$ cat src/hw/rtl/cscs_ram.sv
// Generic simple dual-port RAM: one write port, one registered read port.
// No dependencies.
module cscs_ram #(
  parameter int W = 8,
  parameter int DEPTH = 16,
  localparam int AW = (DEPTH > 1) ? $clog2(DEPTH) : 1
) (
  input  logic          clk,
  input  logic          we,
  input  logic [AW-1:0] waddr,
  input  logic [W-1:0]  wdata,
  input  logic [AW-1:0] raddr,
  output logic [W-1:0]  rdata
);

  logic [W-1:0] mem [DEPTH];

  always_ff @(posedge clk) begin
    if (we) begin
      mem[waddr] <= wdata;
    end
    rdata <= mem[raddr];
  end

endmodule

$ cat config.mk
export PLATFORM = sky130hd
export DESIGN_NAME = cscs_ram
export DESIGN_NICKNAME = d
export VERILOG_FILES = /design/src/hw/rtl/cscs_ram.sv
export SDC_FILE = /design/constraint.sdc
export NUM_CORES = 1
export LEC_CHECK = 0
export BUFFER_PORTS_ARGS = -buffer_cell sky130_fd_sc_hd__buf_4
export CAP_MARGIN = 5
export CORE_MARGIN = 2
export CORE_UTILIZATION = 60
export DETAILED_ROUTE_END_ITERATION = 8
export GPL_ROUTABILITY_DRIVEN = 0
export PLACE_DENSITY = 0.81
export SYNTH_ARGS = -nofsm -noshare
export SYNTH_HDL_FRONTEND = slang
export SYNTH_SLANG_ARGS = --single-unit
$ cat constraint.sdc
create_clock -name clk -period 3.9 [get_ports clk]
set_input_delay 0.39 -clock clk [delete_from_list [all_inputs] [get_ports clk]]
set_output_delay 0.39 -clock clk [all_outputs]
set_load 0.1 [all_outputs]
# Word level (Yosys, flattened, before mapping)
# Memories as Yosys holds them, arrays and structs flattened. A register that Yosys moved wholly into a read port is not among the register bits.
# Cells that the tools add are included.
# Widths: inputs -> output; s select.
[word_totals]
output_inout_bits = 8
input_bits = 18
elab_cells = 3
n_memories = 1
ram_bits = 128
regBits = 0
[memory_table]
columns = ["memory", "words", "word_bits", "rd", "rd_clocked_by_memory_dff", "write_ports", "line", "rtl"]
rows = [
  ["mem", 16, 8, 1, 1, 1, "16", "logic [W-1:0] mem [DEPTH];"],
]
[op_classes]
n_mux = 2
[ops]
columns = ["op", "count"]
rows = [
  ["$mux 1", 2],
]

# Depth between registers and ports, before layout
[depth]
word_depth = 2
depth_mapped = 5
mapped_depth_nobuf = 3

# Worst setup path before layout
# No wires, ideal clock.
[synth_timing]
path_kind = "input -> register"
start = "in waddr[2]"
end = "mem mem[0][0] (enable)"
cell_stages = 2
required_ns = 3.517
setup_ns = 0.383
arrival_time_ns = 1.500
slack_ns = 2.017
path_buffers = 0
path_cell_list = "or3b_2 -> nor3_1"
[synth_rtl]
columns = ["item", "line", "rtl"]
rows = [
  ["from (decl)", "10", "input logic [AW-1:0] waddr,"],
  ["to (decl)", "16", ""],
]
# No word-level cell before the write port.

# Final worst setup path
[layout_timing]
start = "in waddr[2]"
end = "mem mem[0][1] (enable)"
# No word-level cell before the write port.

==> summary.txt <==
largest net degree at the start of global routing -> 33
clock buffer depth -> 2
Slew Limit Fails -> 0
synth-to-layout area growth -> 15.8%
Switching Fraction -> 21.3%
Antenna diodes -> 0
Placeable Area -> 8260 sq um
pwr dens -> 568 nW/um^2
most frequent cell after synthesis -> edfxtp_1
min-delay src -> wdata[0]
Setup Buffers After CTS -> 0
Total GRT Usage -> 22.0%
HP Class -> in -> reg
layout cells sized above 1 -> 25.9%
routed len/inst -> 24.7 um
clock latency on the worst-skew pair -> 0.52 ns
DR vias -> 2,438
Yosys warnings -> 0
CP Capture Type -> flop
Mapped Area -> 5150 sq um
Tcrit/Tclk final -> 44.9%
most area-consuming cells after synthesis -> edfxtp_1 75%, mux4_2 7.9%, mux4_1 7.1%
Avg Cell Area, Syn -> 22.5 sq um
Net Sw Power -> 0.722 mW
Fin Setup TNS -> 0 ns
Starting Density -> 62.3%
detailed-route DRC error count -> 0
Site Rows -> 33
CTS-repair resized insts -> 0
Leak Pwr -> 2.00 nW
clock skew -> 0.00699 ns
dominant synthesized flop cell -> edfxtp_1
synth unique cells -> 19
WL final -> 9.45 mm
final worst setup slack -> 2.15 ns
CTS root buffer -> clkbuf_8
sequential share of power -> 48.6%
# Max-Cap Violations -> 0
Crit path required time -> 4.03 ns
FF+latch count, synth -> 136
worst r2r src -> mem[3][4]$_DFFE_PP_
CP arrival -> 1.88 ns
io pins -> 26
Max Clock Freq -> 571 MHz
Worst setup startpoint -> waddr[2]
first-pass GRT wire length -> 14.7 mm
RSZ-0062 raised after global routing -> false
total die area -> 9340 sq um
clock sink count -> 136
DR iter-0 viols -> 290
H-Tree Level Count -> 4
Post-synth EDFFs -> 128
Syn Nets -> 247
antenna-violating nets left -> 0
Synth top cells by count -> 128 x edfxtp_1, 18 x mux4_2, 16 x a22oi_1
Hold Worst Slack -> 0.177 ns
status -> completed
post-synth top area share -> 74.7%
part of the Yosys area used for sequential elements -> 77.8%
layout net count -> 284
Fin. Hold Viols -> 0
die height -> 96.6 um
DP HPWL -> 5.17 mm
clock share of power -> 44.8%
grt total ovfl -> 0
maximum VDD drop -> 0.000360 V
hold buffers post-CTS -> 0
antenna violations before repair -> 0
Least-Margin Pin Slew -> 1.11 ns
worst relative slew slack -> 25.4%
die width -> 96.6 um
Avg Vias per Cell -> 6.37
Cell Int Power -> 2.66 mW
worst setup path class -> in -> reg
final setup violation count -> 0
CTS tree -> yes
first-pass iteration count of the detailed router -> 5
CTS buffer count -> 17
Synth async-reset ratio -> 0%
vias in the first global route -> 2,481
Synth Instances -> 229
Comb pwr share -> 6.6%
Final Critical Period -> 1.75 ns
I/O Buffers -> 25
Critical Path Fanout Max -> 8
Synth area leader -> edfxtp_1
Place WS -> 1.60 ns
CP startpoint kind -> input port
Reg clk slew, reported paths -> 0.06 ns
power by group through the flow:
| stage | clock network (mW) | registers [mW] | logic, mW |
|---|---|---|---|
| floorplan | 0 | 1.74 | 0.0829 |
| global placement | 0 | 1.67 | 0.219 |
| CTS | 1.52 | 1.64 | 0.224 |
| finish | 1.52 | 1.64 | 0.223 |
| detailed placement | 0 | 1.67 | 0.222 |
| global route | 1.59 | 1.65 | 0.236 |
logic make-up (layout without fill, tap and decap cells):
kind of cell | Yosys count | in the layout | share of synthesized area, %
flip-flops | 136 | 136 | 77.8
AND/OR/NAND/NOR | 35 | 35 | 3.18
buffers and inverters | 10 | 59 | 1.68
multiplexers | 32 | 32 | 15.0
AO/OA/AOI/OAI | 16 | 16 | 2.33
final timing paths:
kind / endpoint / slack, ns / cells past startpoint
max reg2reg: rdata[4]$_DFF_P_ / 2.51 / 3
max: mem[0][1]$_DFFE_PP_ / 2.15 / 3
min reg2reg: rdata[1]$_DFF_P_ / 0.67 / 3
min: mem[7][0]$_DFFE_PP_ / 0.18 / 1
flip-flops by register name, indices dropped and copies added, names as in the netlist:
| name | cells |
|---|---|
| mem | 128 |
| rdata | 8 |
through the flow:
stage          instance area [sq um]  util (%)  total power [mW]  instances
2_1_floorplan                   5150         -              1.83        229
3_3_place_gp                    5400      65.4              1.89        352
3_5_place_dp                    5400      65.4              1.89        352
4_1_cts                         5960      72.2              3.39        383
5_1_grt                         5960      72.2              3.47        383
6_report                        5960      72.2              3.38        383
area by class of cell:
type / instances / area (sq um)
clock inverters: 11 / 131
well taps: 105 / 131
fillers: 477 / 2300
flip-flops and latches: 136 / 4000
multi-input cells: 83 / 1060
repair buffers: 28 / 210
clock buffers: 20 / 425
per-layer routing:
layer / part of all wire [%] / wire, um / GRT usage (%) / vias up
li1: - / - / - / 1047
met1: 41 / 3870 / 32.2 / 1224
met2: 48 / 4570 / 32.1 / 142
met3: 8.4 / 793 / 5.42 / 25
met4: 2.4 / 226 / 9.64 / 0
met5: 0 / 0 / 0 / -
placed cells by master (no fill, tap or decap):
cell,instances
or3b_2,1
nand2_1,9
nor2_1,13
and2_1,1
clkbuf_1,3
clkinv_2,3
clkbuf_16,16
nor3_1,4
mux4_2,18
mux4_1,14
and2b_1,1
clkinvlp_4,2
a22oi_1,16
bufinv_16,3
clkinv_1,3
nand3b_1,2
buf_4,28
clkbuf_8,1
dfxtp_1,8
nor2b_1,1
edfxtp_1,128
nand3_1,1
nand2b_1,2
critical path, cell delays in order:
cell and delay, ns:
buf_4 0.12, or3b_2 0.50, nor3_1 0.86
No activity file was read; power rests on OpenSTA's default activity.
