## src/hw/rtl/cscs_pkg.sv

```systemverilog
// Shared types, constants and the exp factor table for the causal soft-capped
// softmax row core. No dependencies; all files but the RAM and divider import it.
package cscs_pkg;

  localparam int SCORE_W = 20;
  localparam int ROW_W   = 6;
  localparam int PROB_W  = 17;
  localparam int LEN_W   = 7;
  localparam int CAP_W   = 19;
  localparam int ACC_W   = 31;   // Q30 value up to 1.0
  localparam int FACT_W  = 30;
  localparam int EXPA_W  = 21;   // exp argument, Q11.10
  localparam int EXP_BITS = 14;
  localparam int SUM_W   = 23;
  localparam int EV_W    = 17;

  localparam logic signed [SCORE_W-1:0] MOST_NEG = 20'sh80000;
  localparam logic [ACC_W-1:0]  ONE_Q30  = 31'h4000_0000;
  localparam logic [EXPA_W-1:0] EXP_BIG  = 21'd16384;
  localparam logic [PROB_W-1:0] PROB_ONE = 17'h1_0000;

  localparam logic REG_SEQ_LEN  = 1'b0;
  localparam logic REG_SOFT_CAP = 1'b1;

  typedef struct packed {
    logic signed [SCORE_W-1:0] score;
    logic [ROW_W-1:0]          query_row;
  } item_t;

  typedef struct packed {
    logic [PROB_W-1:0] probability;
    logic [ROW_W-1:0]  column;
    logic              row_end;
  } result_t;

  // one finished row waiting for the softmax passes
  typedef struct packed {
    logic                      bank;
    logic [LEN_W-1:0]          len;
    logic [ROW_W-1:0]          row;
    logic signed [SCORE_W-1:0] max;
  } job_t;

  typedef struct packed {
    logic valid;
    logic bank;
  } rel_t;

  typedef enum logic [2:0] {
    F_IDLE, F_PREP, F_DIV1, F_EXP, F_MUL, F_DIVS, F_DIV2, F_STORE
  } front_state_t;

  typedef enum logic [2:0] {
    B_IDLE, B_RD, B_EXS, B_EXW, B_P2, B_P2W, B_P2D
  } back_state_t;

  // exp(-2^b/1024) in Q30
  function automatic logic [FACT_W-1:0] exp_factor(input logic [3:0] b);
    logic [FACT_W-1:0] f;
    case (b)
      4'd0:  f = 30'd1072693760;
      4'd1:  f = 30'd1071646719;
      4'd2:  f = 30'd1069555701;
      4'd3:  f = 30'd1065385899;
      4'd4:  f = 30'd1057095000;
      4'd5:  f = 30'd1040706261;
      4'd6:  f = 30'd1008687096;
      4'd7:  f = 30'd947573834;
      4'd8:  f = 30'd836230973;
      4'd9:  f = 30'd651257337;
      4'd10: f = 30'd395007542;
      4'd11: f = 30'd145315154;
      4'd12: f = 30'd19666267;
      4'd13: f = 30'd360200;
      default: f = '0;
    endcase
    return f;
  endfunction

endpackage

```

## src/hw/rtl/cscs_jobq.sv

```systemverilog
// Two-entry queue of finished rows between the front and back sections.
// Depends on cscs_pkg for job_t.
module cscs_jobq import cscs_pkg::*; (
  input  logic clk,
  input  logic rst,
  input  logic push,
  input  job_t job_in,
  input  logic pop,
  output logic nonempty,
  output job_t job_out
);

  job_t       slot [2];
  logic       wp;
  logic       rp;
  logic [1:0] cnt;

  assign nonempty = cnt != 2'd0;
  assign job_out  = slot[rp];

  always_ff @(posedge clk) begin
    if (rst) begin
      wp  <= 1'b0;
      rp  <= 1'b0;
      cnt <= 2'd0;
    end else begin
      if (push) wp <= ~wp;
      if (pop)  rp <= ~rp;
      case ({push, pop})
        2'b10:   cnt <= cnt + 2'd1;
        2'b01:   cnt <= cnt - 2'd1;
        default: cnt <= cnt;
      endcase
    end
  end

  always_ff @(posedge clk) begin
    if (push) begin
      slot[wp] <= job_in;
    end
  end

endmodule

```

## config.mk

```make
export PLATFORM = sky130hd
export DESIGN_NAME = cscs_jobq
export DESIGN_NICKNAME = d
export VERILOG_FILES = /design/src/hw/rtl/cscs_pkg.sv /design/src/hw/rtl/cscs_jobq.sv
export SDC_FILE = /design/constraint.sdc
export NUM_CORES = 1
export LEC_CHECK = 0
export BUFFER_PORTS_ARGS = -buffer_cell sky130_fd_sc_hd__buf_2
export CAP_MARGIN = 5
export CORE_ASPECT_RATIO = 0.6
export CORE_MARGIN = 1.5
export CORE_UTILIZATION = 31
export CTS_BUF_LIST = sky130_fd_sc_hd__clkbuf_4 sky130_fd_sc_hd__clkbuf_8
export CTS_CLUSTER_DIAMETER = 120
export DETAILED_ROUTE_END_ITERATION = 16
export GPL_TIMING_DRIVEN = 0
export PLACE_DENSITY = 0.57
export SLEW_MARGIN = 40
export SYNTH_ARGS = -nofsm -noshare
export SYNTH_HDL_FRONTEND = slang
export SYNTH_SLANG_ARGS = --single-unit
export TNS_END_PERCENT = 50
```

## constraint.sdc

```tcl
create_clock -name clk -period 2.7 [get_ports clk]
set_clock_uncertainty 0.15 [all_clocks]
set_input_delay 0.27 -clock clk [delete_from_list [all_inputs] [get_ports clk]]
set_output_delay 0.27 -clock clk [all_outputs]
set_load 0.01 [all_outputs]
```

---- Yosys cells after proc, flatten, opt, wreduce, memory -nomap -nowiden ----
Memories as Yosys holds them, arrays and structs flattened. A register that Yosys moved wholly into a read port is not among the register bits.
Cells that the tools add are included.
word-level totals
  output and inout port bits .............. 35
  bits in writable memories ............... 68
  bits in registers ....................... 4
  bits of input ports ..................... 38
  memories ................................ 1
  word-level logic and storage cells ...... 17
memories
  memory  words  bits a word  read ports  clocked after Yosys merged registers in  wr ports  RTL line         source
  slot    2      34           1           1                                        1         cscs_jobq.sv:13  job_t slot [2];
cells by class
  bitwise logic cells ..................... 2
  add/sub/neg operators ................... 2
  reduce and logical (&&, ||, !) cells .... 2
  multiplexer cells ....................... 5
  equality and inequality tests ........... 2
operator list
  operator             count
  $mux 1               4
  $pmux 2 s2           1
  $reduce_bool 2->1    2
  $add 2x1->2 const B  1
  $eq 2x1->1 const B   1
  $eq 2x2->1 const B   1
  $not 1->1            2
  $sub 2x1->2 const B  1

---- Depth between registers and ports, before layout ----
Gate-level depths: netlist (run 1).
  depth in word-level cells ............... 3
  gate-level depth with buffers ........... 5
  mapped depth without buffers ............ 5

---- Worst setup path before layout (run 1) ----
Ideal clock, no wire load.
  path kind ............................... register to register
  start point ............................. register wp
  end point ............................... memory slot[0][0] in the netlist's numbering, enable pin
  setup slack ............................. 0.357 ns
  buffers on the path ..................... 0
  setup time .............................. 0.426 ns
  required time ........................... 2.124 ns
  cell stages (with the launch flop) ...... 2
  arrival ................................. 1.767 ns
  cells stage by stage .................... dfxtp_1 > nor2_1
RTL lines
  what                      RTL line         source
  start: declaration        cscs_jobq.sv:14  logic wp;
  start signal: assignment  cscs_jobq.sv:27  if (push) wp <= ~wp;
  end: declaration          cscs_jobq.sv:13
Straight into the memory's write port.

==> results of run 1 <==
==> stage by stage <==
stage	instances	util	hold slack [ns]	setup slack (ns)	power, mW
2_1_floorplan	127	-	0.189	0.357	1.52
3_3_place_gp	307	0.389	0.308	-0.747	1.64
3_5_place_dp	308	0.392	0.312	0.979	1.65
4_1_cts	359	0.459	0.0295	0.583	2.52
5_1_grt	359	0.459	0.0491	0.527	2.59
6_report	359	0.459	0.0555	0.650	2.47
==> path summary, 6_finish.rpt <==
check                          end  slack (ns)  cells past startpoint
min                wp$_SDFFE_PP0P_        0.06                      3
max reg2reg  slot[0][17]$_DFFE_PP_        1.16                      2
max                     job_out[6]        0.65                      4
min reg2reg    cnt[1]$_SDFFE_PP0P_        0.34                      2
==> logic make-up (layout without fill, tap and decap cells) <==
family / after synthesis / in the layout / share of synthesized area
flops: 73 / 73 / 0.809
mux: 34 / 34 / 0.145
fa+ha+maj: 1 / 1 / 0.00473
compound gates: 2 / 2 / 0.00378
buf+inv: 5 / 129 / 0.00993
xor+xnor: 4 / 4 / 0.0132
simple gates: 8 / 8 / 0.0142
==> power breakdown <==
part           total [mW]  internal [mW]  switching, mW
registers            1.33           1.32         0.0171
logic               0.323          0.168          0.155
clock network       0.818          0.452          0.366
total                2.47           1.94          0.538
==> cells in the mapped netlist, drive strengths merged <==
cell,instances
ha,1
nor2,5
and2,1
xnor2,3
mux2,34
or2,1
edfxtp,68
dfxtp,5
inv,1
buf,4
xor2,1
a21oi,1
o21ai,1
or3,1
==> state kept, by name, summed over array words and instances (netlist names), named ones only <==
name / flops
cnt: 2
rp: 1
slot: 68
wp: 1
==> worst max-delay path: cells and delay by family, from the launching register on <==
family	cells	cell delay, ns
multiplexers	1	0.37
flip-flops	1	0.30
buffers and inverters	3	0.61
==> layer usage <==
layer,part of all wire,wire [um],global-route usage
met5,0,0,0
met4,0.0079,40,0.0426
met3,0.078,392,0.0652
met2,0.46,2330,0.194
met1,0.45,2270,0.138
==> layout by cell type, fill, tap and decap left out, types with 2 or more instances in the layout <==
| cell | netlist | layout |
|---|---|---|
| buf_2 | 3 | 75 |
| dlygate4sd3_1 | 0 | 35 |
| clkbuf_4 | 0 | 3 |
| clkbuf_8 | 0 | 9 |
| dfxtp_1 | 5 | 5 |
| nor2_1 | 5 | 4 |
| edfxtp_1 | 68 | 68 |
| clkinv_2 | 0 | 2 |
| xnor2_1 | 3 | 3 |
| mux2_2 | 34 | 34 |
==> cell type report <==
class	instances	share of cell area
sequential	73	0.578
timing repair buffer	108	0.196
multi-input combinational	49	0.132
clock buffer	12	0.0395
tap	108	0.0364
clock inverter	4	0.0118
buffer	4	0.00607
inverter	1	0.00101
==> repair_timing <==
action	in CTS	in global routing
setup endpoints to repair	0	0
hold endpoints to repair	73	0
resized for setup	0	0
hold buffers	35	0
==> impl_metrics.csv, run 1 <==
group,metric,value,unit
job,drv_cap,0,
worst_setup_path,critical_path_class,"flop to primary output",
logic_synthesis,yosysTopAreaCellShare,0.772,
worst_setup_path,timing.rr.start,"wp$_SDFFE_PP0P_",
grt,globalRoute.totalOverflow,0,
power,power.density,667,mW/mm^2
clocking,post_cts_buffers,0,
logic_synthesis,netlist_area,0.00265,sq mm
placement,io_buffers,72,
cells_and_area,ff_latch_area,0.00214,sq mm
placement,gp_congestion,0.676,
die,die_w,122,um
clocking,cts_root_buf,"clkbuf_8",
clocking,clock_path_buffers,2,
drt,dr.pass1.iters,4,
logic_synthesis,synth_area_leaders,"edfxtp_1 77%, mux2_2 14%, dfxtp_1 3.8%",
drt,vias_per_cell,4.17,
sta,slew_headroom,0.628,
drt,num_vias,1496,
sta,finalMaxSlewViolations,0,
sta,hold_viol,0,
drt,wire_per_inst,14.0,um
hold_path,hp-start,"push",
worst_setup_path,cpMostUsedCell,"buf_2",
sta,fmax,488,MHz
sta,rsz0062_at_grt,"no",
clocking,clk_latency,0.34,ns
cells_and_area,multi_input_area,488,sq um
drt,drt_wl_total,5.03,mm
cells_and_area,area_growth,40.1,%
worst_setup_path,cp-start-kind,"flop",
placement,dpl-instance-area,0.00317,sq mm
worst_setup_path,cpPeakStageDelay,0.37,ns
die,design.core.area,0.00807,sq mm
grt,first_global_vias,1555,
cells_and_area,n_antenna_cell,0,
cells_and_area,final_nets,285,
clocking,clkSinkCount,73,
cells_and_area,n_fill_cell,725,
logic_synthesis,ys_seq_elements,73,
cells_and_area,drive_gt1_frac,0.514,
die,rows,25,
hold_path,hp-class,"primary input to flop",
worst_setup_path,path_cells,"buf_2 > buf_2 > mux2_2 > buf_2",
die,start_util,0.328,
logic_synthesis,syn_inst,127,
grt,grt_pass1_wl,7.78,mm
drt,drc,0,
logic_synthesis,yosysTopAreaCell,"edfxtp_1",
grt,grt_max_degree,35,
logic_synthesis,ys_seq_area_frac,0.809,
die,ios,73,
logic_synthesis,synthDistinctLibCells,15,
placement,hpwl,3.14,mm
sta,period_needed,2.05,ns
grt,grt_use_total,0.120,
sta,timing.final.crit_share,0.759,
worst_setup_path,crit_fanout,10,
logic_synthesis,synth_fp_nets,166,
worst_setup_path,cp_data_required_time,2.28,ns
worst_setup_path,end_kind,"primary output",
clocking,clk_pin_slew,0.07,ns
die,dieHeight,74.6,um
sta,tns,0,ns
logic_synthesis,syn_area_per_cell,20.8,sq um
clocking,tritoncts,"yes",
clocking,cts_max_level,3,
cells_and_area,stdcell_area,0.00371,sq mm
drt,antenna_left,0,
clocking,cts_buffers,9,
power,leakage,1.41,nW
worst_setup_path,cpMaxStageDelayCell,"mux2_2",
sta,setup_viol,0,
status,outcome,"complete, no violations",
drt,dr.first_iter.drc_count,60,
worst_setup_path,crit_arrival,1.63,ns
grt,antenna_found_initial,0,
die,die_area,0.00912,sq mm
power,vdd_ir_drop_max,376,uV
logic_synthesis,yosysWarningCount,0,
sta,tightestPinTransition,0.557,ns
Power figures use the tool's default switching activity.
==> run 2, diff against run 1 <==
PLACE_DENSITY = 0.59   (was 0.57)
clock period = 1.8 ns   (was 2.7 ns; I/O delays follow)
==> run 2 against run 1 <==
Compared with the run above: sequential power rose by 51%; power rose by 53%; worst hold slack improved by 0.30 ns; critical path depth did not move; first-iteration DRC count rose by 8.3%; non-clock buffer count rose by 10; combinational power rose by 130%; clock-buffer cell count fell by 2; clock power rose by 28%; cell area rose by 12%; global-route usage rose by 0.31 points.
==> impl_metrics.csv, run 2 (synthesized netlist as in run 1, its figures left out) <==
group,metric,value,unit
power,swShare,0.230,
drt,num_vias,1546,
worst_setup_path,critical_path_class,"flop to primary output",
cells_and_area,drive_gt1_frac,0.523,
worst_setup_path,cpMaxStageDelayCell,"dfxtp_4",
cells_and_area,ff_latch_area,0.00215,sq mm
grt,grt_use_total,0.123,
cells_and_area,fin_util,0.517,
grt,globalRoute.totalOverflow,0,
cells_and_area,regMostFlops,"slot",
worst_setup_path,cp-start-kind,"flop",
power,leakage,1.64,nW
hold_path,hp-start,"cnt[1]$_SDFFE_PP0P_",
job,drv_cap,0,
hold_path,min_to,"cnt[1]$_SDFFE_PP0P_",
placement,preCtsSetupSlack,0.174,ns
drt,drc,0,
placement,io_buffers,72,
placement,gp_congestion,0.611,
hold_path,hp-class,"flop to flop",
worst_setup_path,end_kind,"primary output",
cells_and_area,top_regs,"slot x68, cnt x2",
sta,period_needed,1.79,ns
drt,wire_per_inst,15.3,um
hold_path,min_path_cells,2,
die,rows,25,
die,dieHeight,74.6,um
sta,finalMaxSlewViolations,0,
die,ios,73,
power,p_int,2.92,mW
cells_and_area,final_cell_mix,"68 x edfxtp_1, 41 x buf_2, 38 x dlygate4sd3_1",
worst_setup_path,timing.rr.start,"wp$_SDFFE_PP0P_",
sta,hold_viol,0,
cells_and_area,n_antenna_cell,0,
power,power.density,909,mW/mm^2
cells_and_area,n_fill_cell,683,
die,design.core.area,0.00807,sq mm
cells_and_area,multi_input_area,574,sq um
status,outcome,"complete, no violations",
worst_setup_path,rrSetupSlack,0.27,ns
die,start_util,0.328,
worst_setup_path,cp_data_required_time,1.47,ns
sta,setup_viol,0,
sta,hold_ws,0.360,ns
worst_setup_path,cpPeakStageDelay,0.37,ns
grt,first_global_vias,1571,
grt,antenna_found_initial,0,
cells_and_area,largest_reg_flops,68,
clocking,clk_latency,0.35,ns
power,netSwitchingPower,0.873,mW
clocking,clkSinkCount,73,
grt,grt_pass1_wl,7.80,mm
drt,vias_per_cell,4.20,
drt,dr.pass1.iters,4,
power,vdd_ir_drop_max,570,uV
sta,tns,0,ns
power,power,3.79,mW
grt,grt_max_degree,35,
die,die_w,122,um
drt,dr.first_iter.drc_count,65,
worst_setup_path,r2r_cells,2,
clocking,cts_root_buf,"clkbuf_8",
cells_and_area,final_common_cell,"edfxtp_1",
placement,hpwl,3.19,mm
power,seq_power_share,0.529,
drt,antenna_left,0,
cells_and_area,final_nets,295,
die,die_area,0.00912,sq mm
power,clock_power_share,0.278,
worst_setup_path,crit_arrival,1.46,ns
clocking,clk_pin_slew,0.07,ns
clocking,cts_max_level,3,
worst_setup_path,worst_r2r_endpoint,"slot[0][8]$_DFFE_PP_",
sta,slew_headroom,0.612,
drt,drt_wl_total,5.63,mm
sta,worst_slack,0.00579,ns
clocking,cts_buffers,9,
worst_setup_path,path_cells,"buf_12 > clkbuf_16 > mux2_2 > buf_6",
clocking,tritoncts,"yes",
sta,fmax,557,MHz
sta,rsz0062_at_grt,"yes",
worst_setup_path,crit_fanout,5,
clocking,clock_path_buffers,2,
sta,tightestPinTransition,0.580,ns
power,pwr-share-comb,0.192,
sta,timing.final.crit_share,0.997,
cells_and_area,area_growth,57.6,%
## run 2: critical path: cells and delay by family (launching register included)
kind     cells  cell delay [ns]
buf+inv      3             0.41
flops        1             0.37
mux          1             0.34
## run 2: timing repair
item	CTS	global route
endpoints found under the setup margin	30	48
setup buffers	0	3
hold endpoints to repair	73	0
resized for setup	14	57
hold buffers	38	0
gates cloned	0	4
pin swaps	0	0
## run 2: layout make-up
type / count / area share
inverter: 1 / 0.000900
buffer: 4 / 0.0180
clock buffer: 10 / 0.0315
multi-input combinational: 49 / 0.138
timing repair buffer: 118 / 0.259
clock inverter: 5 / 0.00570
tap: 108 / 0.0324
sequential: 73 / 0.515
## run 2: worst max path at each step
stage / start / end / slack, ns / cells past startpoint
after floorplan: wp$_SDFFE_PP0P_ / slot[0][0]$_DFFE_PP_ / 0.01 / 1
after global placement: push / slot[0][10]$_DFFE_PP_ / -0.54 / 3
after detailed placement: flop / job_out[23] / 0.17 / 4
after CTS: flop / job_out[23] / -0.01 / 4
after global routing: flop / job_out[27] / -0.05 / 4
final: flop / job_out[4] / 0.006 / 4
## run 2: power by group through the flow
stage               Combinational, mW  Sequential, mW  Clock [mW]
global route                    0.786            2.02        1.17
detailed placement              0.437            2.04           0
global placement                0.419            2.04           0
finish                          0.729            2.01        1.05
floorplan                       0.243            2.03           0
CTS                             0.534            2.00        1.09
## run 2: stage by stage
stage	instance area, sq um	cells
5_1_grt	4170	368
2_1_floorplan	2650	127
3_5_place_dp	3180	308
4_1_cts	3770	361
3_3_place_gp	3140	307
6_report	4170	368
## run 2: metal layers
| metal | track usage | up-vias | part of all wire |
|---|---|---|---|
| met5 | 0 | - | 0 |
| met4 | 0.0504 | 0 | 0.020 |
| met3 | 0.0667 | 11 | 0.082 |
| met2 | 0.201 | 55 | 0.46 |
| met1 | 0.137 | 733 | 0.44 |
| li1 | - | 747 | - |
