File: src/hw/rtl/cscs_pkg.sv
// Shared types, constants and the exp factor table for the causal soft-capped
// softmax row core. No dependencies; all files but the RAM and divider import it.
package cscs_pkg;

  localparam int SCORE_W = 20;
  localparam int ROW_W   = 6;
  localparam int PROB_W  = 17;
  localparam int LEN_W   = 7;
  localparam int CAP_W   = 19;
  localparam int ACC_W   = 31;   // Q30 value up to 1.0
  localparam int FACT_W  = 30;
  localparam int EXPA_W  = 21;   // exp argument, Q11.10
  localparam int EXP_BITS = 14;
  localparam int SUM_W   = 23;
  localparam int EV_W    = 17;

  localparam logic signed [SCORE_W-1:0] MOST_NEG = 20'sh80000;
  localparam logic [ACC_W-1:0]  ONE_Q30  = 31'h4000_0000;
  localparam logic [EXPA_W-1:0] EXP_BIG  = 21'd16384;
  localparam logic [PROB_W-1:0] PROB_ONE = 17'h1_0000;

  localparam logic REG_SEQ_LEN  = 1'b0;
  localparam logic REG_SOFT_CAP = 1'b1;

  typedef struct packed {
    logic signed [SCORE_W-1:0] score;
    logic [ROW_W-1:0]          query_row;
  } item_t;

  typedef struct packed {
    logic [PROB_W-1:0] probability;
    logic [ROW_W-1:0]  column;
    logic              row_end;
  } result_t;

  // one finished row waiting for the softmax passes
  typedef struct packed {
    logic                      bank;
    logic [LEN_W-1:0]          len;
    logic [ROW_W-1:0]          row;
    logic signed [SCORE_W-1:0] max;
  } job_t;

  typedef struct packed {
    logic valid;
    logic bank;
  } rel_t;

  typedef enum logic [2:0] {
    F_IDLE, F_PREP, F_DIV1, F_EXP, F_MUL, F_DIVS, F_DIV2, F_STORE
  } front_state_t;

  typedef enum logic [2:0] {
    B_IDLE, B_RD, B_EXS, B_EXW, B_P2, B_P2W, B_P2D
  } back_state_t;

  // exp(-2^b/1024) in Q30
  function automatic logic [FACT_W-1:0] exp_factor(input logic [3:0] b);
    logic [FACT_W-1:0] f;
    case (b)
      4'd0:  f = 30'd1072693760;
      4'd1:  f = 30'd1071646719;
      4'd2:  f = 30'd1069555701;
      4'd3:  f = 30'd1065385899;
      4'd4:  f = 30'd1057095000;
      4'd5:  f = 30'd1040706261;
      4'd6:  f = 30'd1008687096;
      4'd7:  f = 30'd947573834;
      4'd8:  f = 30'd836230973;
      4'd9:  f = 30'd651257337;
      4'd10: f = 30'd395007542;
      4'd11: f = 30'd145315154;
      4'd12: f = 30'd19666267;
      4'd13: f = 30'd360200;
      default: f = '0;
    endcase
    return f;
  endfunction

endpackage

File: src/hw/rtl/cscs_div.sv
// Restoring divider, one quotient bit per cycle. Caller guarantees that
// num >> QW is below den. No package dependency.
module cscs_div #(
  parameter int NW = 8,
  parameter int DW = 4,
  parameter int QW = 4
) (
  input  logic          clk,
  input  logic          rst,
  input  logic          start,
  input  logic [NW-1:0] num,
  input  logic [DW-1:0] den,
  output logic          done,
  output logic [QW-1:0] quo
);

  localparam int CW = $clog2(QW + 1);

  logic [DW-1:0] rem;
  logic [DW-1:0] dreg;
  logic [QW-1:0] low;
  logic [CW-1:0] cnt;
  logic          run;
  logic [DW:0]   trial;
  logic [DW:0]   diff;
  logic          ge;

  assign trial = {rem, low[QW-1]};
  assign diff  = trial - {1'b0, dreg};
  assign ge    = trial >= {1'b0, dreg};

  always_ff @(posedge clk) begin
    if (rst) begin
      run  <= 1'b0;
      done <= 1'b0;
      cnt  <= '0;
    end else begin
      done <= 1'b0;
      if (start) begin
        run <= 1'b1;
        cnt <= '0;
      end else if (run) begin
        cnt <= cnt + 1'b1;
        if (cnt == CW'(QW - 1)) begin
          run  <= 1'b0;
          done <= 1'b1;
        end
      end
    end
  end

  always_ff @(posedge clk) begin
    if (start) begin
      rem  <= DW'(num >> QW);
      low  <= num[QW-1:0];
      dreg <= den;
    end else if (run) begin
      rem <= ge ? diff[DW-1:0] : trial[DW-1:0];
      low <= low << 1;
      quo <= {quo[QW-2:0], ge};
    end
  end

endmodule

File: src/hw/rtl/cscs_exp.sv
// exp(-a) in Q30 for Q11.10 a, one table factor per cycle, one per low argument bit.
// Depends on cscs_pkg for the factor table.
module cscs_exp import cscs_pkg::*; (
  input  logic              clk,
  input  logic              rst,
  input  logic              start,
  input  logic [EXPA_W-1:0] a,
  output logic              done,
  output logic [ACC_W-1:0]  res
);

  localparam int PW = ACC_W + FACT_W;

  logic [EXP_BITS-1:0] abits;
  logic [3:0]          idx;
  logic                run;
  logic [ACC_W-1:0]    acc;
  logic [PW-1:0]       prod;
  logic [PW-1:0]       rnd;

  assign prod = PW'(acc) * PW'(exp_factor(idx));
  assign rnd  = prod + (PW'(1) << 29);
  assign res  = acc;

  always_ff @(posedge clk) begin
    if (rst) begin
      run  <= 1'b0;
      done <= 1'b0;
      idx  <= '0;
    end else begin
      done <= 1'b0;
      if (start) begin
        run <= 1'b1;
        idx <= '0;
      end else if (run) begin
        idx <= idx + 1'b1;
        if (idx == 4'(EXP_BITS - 1)) begin
          run  <= 1'b0;
          done <= 1'b1;
        end
      end
    end
  end

  always_ff @(posedge clk) begin
    if (start) begin
      // 16.0 and above underflows to zero
      acc   <= (a >= EXP_BIG) ? '0 : ONE_Q30;
      abits <= a[EXP_BITS-1:0];
    end else if (run && abits[idx]) begin
      acc <= rnd[PW-1:30];
    end
  end

endmodule

File: src/hw/rtl/cscs_front.sv
// Front section: takes scores, applies the tanh soft cap when one is set, stores them in the
// row buffer and tracks the causal maximum. Uses cscs_pkg, cscs_div, cscs_exp.
module cscs_front import cscs_pkg::*; #(
  parameter int MAX_SEQ = 64,
  localparam int AW  = (MAX_SEQ > 1) ? $clog2(MAX_SEQ) : 1,
  localparam int RAW = AW + 1
) (
  input  logic                      clk,
  input  logic                      rst,
  input  logic                      start,
  input  item_t                     item,
  output logic                      busy,
  input  logic [LEN_W-1:0]          seq_len,
  input  logic [CAP_W-1:0]          soft_cap,
  output logic                      wr_en,
  output logic [RAW-1:0]            wr_addr,
  output logic signed [SCORE_W-1:0] wr_data,
  output logic                      push,
  output job_t                      job,
  input  rel_t                      rel
);

  localparam int D1_NW = SCORE_W + 11;
  localparam int D1_QW = 14;
  localparam int MUL_W = CAP_W + ACC_W;
  localparam int D2_NW = MUL_W + 1;
  localparam int D2_DW = ACC_W + 1;
  localparam int D2_QW = SCORE_W;

  front_state_t state, state_next;

  logic [LEN_W-1:0]          count;
  logic [ROW_W-1:0]          held_row;
  logic signed [SCORE_W-1:0] running_max;
  logic                      bank;
  logic [1:0]                bank_busy;
  logic signed [SCORE_W-1:0] x;
  logic signed [SCORE_W-1:0] y;
  logic [ACC_W-1:0]          e_q;
  logic [MUL_W-1:0]          numer;

  logic [LEN_W-1:0]   len_eff;
  logic [LEN_W-1:0]   c;
  logic [SCORE_W-1:0] mag;
  logic               sat;
  logic               last;
  logic               upd;
  logic [ROW_W-1:0]   r_clamp;
  logic [LEN_W-1:0]   len_m1;
  logic               accept;

  logic               d1_start, d1_done;
  logic [D1_QW-1:0]   d1_q;
  logic               ex_start, ex_done;
  logic [EXPA_W-1:0]  ex_a;
  logic [ACC_W-1:0]   ex_res;
  logic               d2_start, d2_done;
  logic [D2_DW-1:0]   den2;
  logic [D2_QW-1:0]   d2_q;

  assign len_eff = (seq_len == '0) ? LEN_W'(1) :
                   (seq_len > LEN_W'(MAX_SEQ)) ? LEN_W'(MAX_SEQ) : seq_len;
  assign len_m1  = len_eff - 1'b1;
  assign c       = (count >= LEN_W'(MAX_SEQ)) ? LEN_W'(MAX_SEQ - 1) : count;
  assign mag     = x[SCORE_W-1] ? SCORE_W'(-x) : SCORE_W'(x);
  assign sat     = {2'b00, mag} >= {soft_cap, 3'b000};
  assign last    = (c + 1'b1) >= len_eff;
  assign upd     = (c <= {1'b0, held_row}) && (y > running_max);
  assign r_clamp = ({1'b0, held_row} > len_m1) ? ROW_W'(len_m1) : held_row;
  assign den2    = D2_DW'(ONE_Q30) + D2_DW'(e_q);

  assign busy   = (state != F_IDLE) || (count == '0 && bank_busy[bank]);
  assign accept = start && !busy;

  assign wr_en   = state == F_STORE;
  assign wr_addr = {bank, c[AW-1:0]};
  assign wr_data = y;
  assign push    = wr_en && last;
  assign job     = '{bank: bank, len: len_eff, row: r_clamp,
                     max: upd ? y : running_max};

  assign ex_a = (state == F_PREP) ? EXP_BIG : EXPA_W'(d1_q);

  cscs_div #(.NW(D1_NW), .DW(CAP_W), .QW(D1_QW)) u_div_ratio (
    .clk(clk), .rst(rst), .start(d1_start), .num({mag, 11'b0}), .den(soft_cap),
    .done(d1_done), .quo(d1_q)
  );

  cscs_exp u_exp (
    .clk(clk), .rst(rst), .start(ex_start), .a(ex_a), .done(ex_done), .res(ex_res)
  );

  cscs_div #(.NW(D2_NW), .DW(D2_DW), .QW(D2_QW)) u_div_tanh (
    .clk(clk), .rst(rst), .start(d2_start),
    .num(D2_NW'(numer) + D2_NW'(den2 >> 1)), .den(den2),
    .done(d2_done), .quo(d2_q)
  );

  always_comb begin
    state_next = state;
    d1_start   = 1'b0;
    ex_start   = 1'b0;
    d2_start   = 1'b0;
    case (state)
      F_IDLE: begin
        if (accept) state_next = F_PREP;
      end
      F_PREP: begin
        if (soft_cap == '0) begin
          state_next = F_STORE;
        end else if (sat) begin
          ex_start   = 1'b1;
          state_next = F_EXP;
        end else begin
          d1_start   = 1'b1;
          state_next = F_DIV1;
        end
      end
      F_DIV1: begin
        if (d1_done) begin
          ex_start   = 1'b1;
          state_next = F_EXP;
        end
      end
      F_EXP: begin
        if (ex_done) state_next = F_MUL;
      end
      F_MUL: state_next = F_DIVS;
      F_DIVS: begin
        d2_start   = 1'b1;
        state_next = F_DIV2;
      end
      F_DIV2: begin
        if (d2_done) state_next = F_STORE;
      end
      F_STORE: state_next = F_IDLE;
      default: state_next = F_IDLE;
    endcase
  end

  always_ff @(posedge clk) begin
    if (rst) begin
      state       <= F_IDLE;
      count       <= '0;
      held_row    <= '0;
      running_max <= MOST_NEG;
      bank        <= 1'b0;
      bank_busy   <= 2'b00;
    end else begin
      state <= state_next;
      if (accept && count == '0) begin
        held_row    <= item.query_row;
        running_max <= MOST_NEG;
      end
      if (state == F_STORE) begin
        if (last) begin
          count       <= '0;
          running_max <= MOST_NEG;
          bank        <= ~bank;
        end else begin
          count <= c + 1'b1;
          if (upd) running_max <= y;
        end
      end
      for (int k = 0; k < 2; k++) begin
        if (push && bank == 1'(k)) begin
          bank_busy[k] <= 1'b1;
        end else if (rel.valid && rel.bank == 1'(k)) begin
          bank_busy[k] <= 1'b0;
        end
      end
    end
  end

  always_ff @(posedge clk) begin
    if (accept) x <= item.score;
    if (state == F_PREP && soft_cap == '0) y <= x;
    if (state == F_EXP && ex_done) e_q <= ex_res;
    if (state == F_MUL) numer <= MUL_W'(soft_cap) * MUL_W'(ONE_Q30 - e_q);
    if (state == F_DIV2 && d2_done) begin
      y <= x[SCORE_W-1] ? SCORE_W'(-d2_q) : SCORE_W'(d2_q);
    end
  end

endmodule

File: config.mk
export PLATFORM = sky130hd
export DESIGN_NAME = cscs_front
export DESIGN_NICKNAME = d
export VERILOG_FILES = /design/src/hw/rtl/cscs_pkg.sv /design/src/hw/rtl/cscs_div.sv /design/src/hw/rtl/cscs_exp.sv /design/src/hw/rtl/cscs_front.sv
export SDC_FILE = /design/constraint.sdc
export NUM_CORES = 2
export LEC_CHECK = 0
export BUFFER_PORTS_ARGS = -buffer_cell sky130_fd_sc_hd__buf_2
export CAP_MARGIN = 20
export CELL_PAD_IN_SITES_DETAIL_PLACEMENT = 1
export CELL_PAD_IN_SITES_GLOBAL_PLACEMENT = 1
export CORE_MARGIN = 4
export CORE_UTILIZATION = 30
export CTS_BUF_LIST = sky130_fd_sc_hd__clkbuf_16
export CTS_CLUSTER_SIZE = 12
export DETAILED_ROUTE_END_ITERATION = 16
export PLACE_DENSITY_LB_ADDON = 0.2
export SLEW_MARGIN = 30
export SYNTH_ARGS = -nofsm -noshare
export SYNTH_HDL_FRONTEND = slang
export SYNTH_SLANG_ARGS = --single-unit
File: constraint.sdc
create_clock -name clk -period 23.4 [get_ports clk]
set_clock_uncertainty 0.1 [all_clocks]
set_input_delay 4.68 -clock clk [delete_from_list [all_inputs] [get_ports clk]]
set_output_delay 4.68 -clock clk [all_outputs]
set_load 0.02 [all_outputs]
-- Word level (Yosys, flattened, before mapping)
Memories as Yosys holds them, arrays and structs flattened. A register that Yosys moved wholly into a read port is not among the register bits.
Cells that the tools add are included.
- add/subtract/negate cells: 13
- $mul: 2
- magnitude comparators: 12
- equal/unequal tests: 14
- muxes and demuxes: 65
- bitwise logic cells: 7
- reduce and logical (&&, ||, !) cells: 36
- operators with widths (operator ; number):
    20-bit two-way mux ; 11
    31-bit two-way mux ; 5
    61-bit by 30-bit adder with 61-bit output, second input constant ; 1
    31-bit by 30-bit multiplier with 61-bit output ; 1
    50-bit by 31-bit adder with 51-bit output ; 1
    20-bit by 32-bit multiplier with 50-bit output ; 1
    20-bit negation ; 2
    17-bit two-way mux ; 2
    33-bit by 32-bit greater-or-equal comparator with 1-bit output ; 1
    31-bit by 31-bit adder with 32-bit output, first input constant ; 1
    32-bit two-way mux ; 1
    31-bit by 31-bit subtractor with 32-bit output, first input constant ; 1
    32-bit subtractor ; 1
    14-bit two-way mux ; 2
    7-bit two-way mux ; 4
    1-bit two-way mux ; 27
    3-bit one-hot mux with 8 select lines ; 1
    20-bit by 22-bit greater-or-equal comparator with 1-bit output ; 1
    20-bit by 19-bit greater-or-equal comparator with 1-bit output ; 1
    20-bit > comparator ; 1
    19-bit logical NOT ; 1
    19-bit two-way mux ; 1
    19-bit subtractor ; 1
    15-bit greater-or-equal comparator, second input constant ; 1
    other kinds (36) ; 79
- register bits after elaboration: 383
- memory bits (read-only): 480
- bits of input ports: 57
- output and inout port bits: 64
- logic and storage cells: 182
- memories kept: 1
- memory list (name ; words ; width ; read ports ; clocked after memory_dff ; wr ports ; RTL line ; source):
    (name not given) ; 16 ; 30 ; 1 ; 1 ; 0 ; cscs_pkg.sv:60 ; case (b)

-- Logic depth before layout (Yosys ltp)
- depth after elaboration: 11
- gate-level depth with buffers: 37
- depth with buffers taken out: 35

-- Hierarchy
From an unflattened synthesis, not the netlist that was laid out.
- cell total of the unflattened synthesis: 8089
- area total of the unflattened synthesis: 75731.4 sq um
- modules (own cells, without submodules) (module ; instances ; cells each ; area an instance (sq um) ; seq. area each (sq um)):
    cscs_exp ; 1 ; 3748 ; 33916.3 ; 2072.0
    cscs_front ; 1 ; 3449 ; 31774.2 ; 4414.2
    cscs_div (u_div_tanh) ; 1 ; 552 ; 6160.9 ; 3253.1
    cscs_div (u_div_ratio) ; 1 ; 340 ; 3880.0 ; 2082.0

-- Worst setup path after synthesis
OpenSTA, ideal clock, no wires.
- path kind: input to output
- start point: in seq_len[2]
- end point: out job[21] (netlist bit)
- arrival time: 7.655 ns
- data required time: 18.620 ns
- slack: 10.965 ns
- cell stages on the path: 18
- buffers on the path: 1
- cell sequence: nor3_1 -> nand2b_1 -> nor2_1 -> nor2_1 -> nor2_1 -> inv_1 -> ha_1 -> ha_1 -> nor2b_1 -> o21a_1 -> o21ai_0 -> nand2b_1 -> a21oi_1 -> nor2b_1 -> o21ai_0 -> clkbuf_1 -> nand2_1 -> o21ai_0
- RTL lines (what ; RTL line ; source):
    start: declaration ; cscs_front.sv:13 ; input logic [LEN_W-1:0] seq_len,
    end: declaration ; cscs_front.sv:19 ; output job_t job,

==> results.ini <==
[min_path]
hold_path_class = flop to flop

[yosys]
ys.warnings.count = 0
synth_area_sq_mm = 0.07322
synth.top_cell.area_share = 0.3828
ys_seq_area_frac = 0.1569
ys_top_cells_by_area = fa_1 38%, edfxtp_1 13%, ha_1 9.6%
async_flop_share = 0
netlist_instances = 7798
synth_cell_types = 76
synthesis.nets = 9816
avgSynthCellArea_sq_um = 9.390
ys.flop_type = edfxtp_1
yosys.area.top_type = fa_1
ys_seq_elements = 413
synth_edf_count = 322

[cells_and_area]
filler_cell_count = 27820
final_common_cell = inv_1
mostFrequentLayoutCells = 1648 x inv_1, 1400 x fa_1, 1005 x nand2_1
nNetsFinal = 9756
syn_to_final_growth_pct = 8.766
drive_gt1_frac = 0.05229

[placement]
hpwl_um = 177800
numPortBuffers = 120
gp_congestion = 0.8263

[setup_path]
crit_slowest_cell = o21ai_1
cpPeakStageDelay_ns = 0.49
start_kind = input pin
crit_path_max_fanout = 12
worstPathCellList = buf_2 > nor3_1 > nand2b_1 > nor2_1 > nor2_1 > nor2_1 > inv_1 > ha_1 > xnor2_1 > ha_1 > o21a_1 > o21ai_0 > nand2b_1 > a21oi_1 > nor2b_1 > o21ai_1 > nand2_1 > o21ai_0 > buf_2
critPathKind = input pin to output pin
critPathMostFrequentCell = nor2_1
crit_arrival_ns = 8.09
critPathRequiredTime_ns = 18.62
end_kind = output pin

[sta]
post-route-period-util = 0.5500
report.final.slew_viol_count = 0
setup_tns_ns = 0
fmax_mhz = 77.70
hold_viol = 0
relSlewSlack = 0.2969
rsz0062_at_grt = no
setup_violations = 0
worstMarginPinSlew_ns = 1.055
min_period_ns = 12.87
hold_ws_ns = 0.3409

[global_route]
overflow = 0
grt_pass1_wl_um = 371100
grt_antenna_before_repair = 17
grt_util_all_layers = 0.1926
grt_pass1_vias = 60360
grt_start_max_net_pins = 60

[floorplanning]
die_x_um = 502.0
start_util = 0.3013
rows = 181
core_sq_mm = 0.2430
ios = 121
die_h_um = 502.0
die-area_sq_mm = 0.2520

[clock_tree]
clockRootBuffer = clkbuf_16
clk_latency_ns = 0.71
tritoncts = yes
htree_levels = 2
cts_sinks = 413
cts_resized = 0
cts_hold_buf = 0
path_clk_slew_ns = 0.06
postCtsSetupRepairBufs = 0
clockBufferDepth = 3
numCtsBuffers = 54

[routing]
viasPerCell = 4.817
vias = 53000
firstDrtPassIters = 5
drtAntennaViolNets = 0
remaining_drc_errors = 0
drt_wl_total_um = 237600
drtIter0Drc = 2840
wire_per_inst_um = 21.60

[job]
max_cap_violations = 0

[status]
run_status = completed

-- routing by layer --
metal | part of all wire | global-route usage
met5 | 0 | 0
met1 | 0.47 | 0.2704
met4 | 0.019 | 0.03777
met2 | 0.48 | 0.3236
met3 | 0.039 | 0.01922
-- critical path: cells and delay by family --
kind | cells | cell delay [ns]
buffers and inverters | 3 | 0.46
XOR/XNOR | 1 | 0.30
adder cells (fa/ha/maj) | 2 | 0.57
AND/OR/NAND/NOR | 8 | 1.06
AO/OA/AOI/OAI | 5 | 1.01
-- path summary, 6_finish.rpt --
check / slack [ns] / end / start / cells after the start
worst max-delay path: 10.53 / job[21] / seq_len[2] / 19
worst min-delay path: 0.34 / u_div_ratio.quo[9]$_DFFE_PP_ / u_div_ratio.quo[8]$_DFFE_PP_ / 0
worst max register to register: 12.28 / numer[49]$_DFFE_PP_ / e_q[0]$_DFFE_PP_ / 35
worst min register to register: 0.34 / u_div_ratio.quo[9]$_DFFE_PP_ / u_div_ratio.quo[8]$_DFFE_PP_ / 0
-- state kept, by name (all words and copies together), names as in the netlist, 4 cells and up, named ones only --
name / flops
numer: 50
u_div_tanh.dreg: 32
u_div_tanh.rem: 32
e_q: 31
u_exp.res: 31
running_max: 20
u_div_tanh.low: 20
u_div_tanh.quo: 20
wr_data: 20
x: 20
u_div_ratio.dreg: 19
u_div_ratio.rem: 19
u_div_ratio.quo: 14
u_exp.abits: 14
count: 7
held_row: 6
u_div_tanh.cnt: 5
u_div_ratio.cnt: 4
u_exp.idx: 4
-- per-stage QoR --
step                        util  cell area [sq um]  setup WS, ns  std cells
final                     0.3277              79640         10.53      11000
after global routing      0.3276              79600         10.09      10990
after CTS                 0.3275              79580         10.26      10980
after detailed placement  0.3201              77780         10.28      10880
after global placement    0.3200              77770         10.04      10880
after floorplan                -              73220         10.96       7798
-- synth_stat cells (all sizes together) (102+ instances only) --
master,n
a21oi,223
inv,1641
ha,561
edfxtp,322
xor2,102
xnor2,162
fa,1400
o21ai,189
and2,748
nor2,244
nand2,1006
clkbuf,346
-- kinds of logic after synthesis --
kind of cell | count (synthesis) | share of synthesized area
and+or+nand+nor | 2336 | 0.1567
buffers and inverters | 1999 | 0.1026
adders and majority gates | 1961 | 0.4786
AOI/OAI and AO/OA | 791 | 0.06828
DFF | 413 | 0.1569
xor gates and xnor gates | 264 | 0.03158
muxes | 34 | 0.005263
-- area by class of cell --
class                           count  area (sq um)  share of cell area
Inverter                         1644          6171             0.07748
Tap cell                         3202          4006             0.05030
Sequential cell                   413         11510              0.1445
Clock inverter                     47         445.4            0.005593
Multi-Input combinational cell   5386         54610              0.6857
Clock buffer                       54          1351             0.01697
Antenna cell                       17         42.54           0.0005342
Timing Repair Buffer              239          1501             0.01885
Power is not shown: default switching activity piles up to over one toggle a cycle in this logic, so the estimate is an artifact.
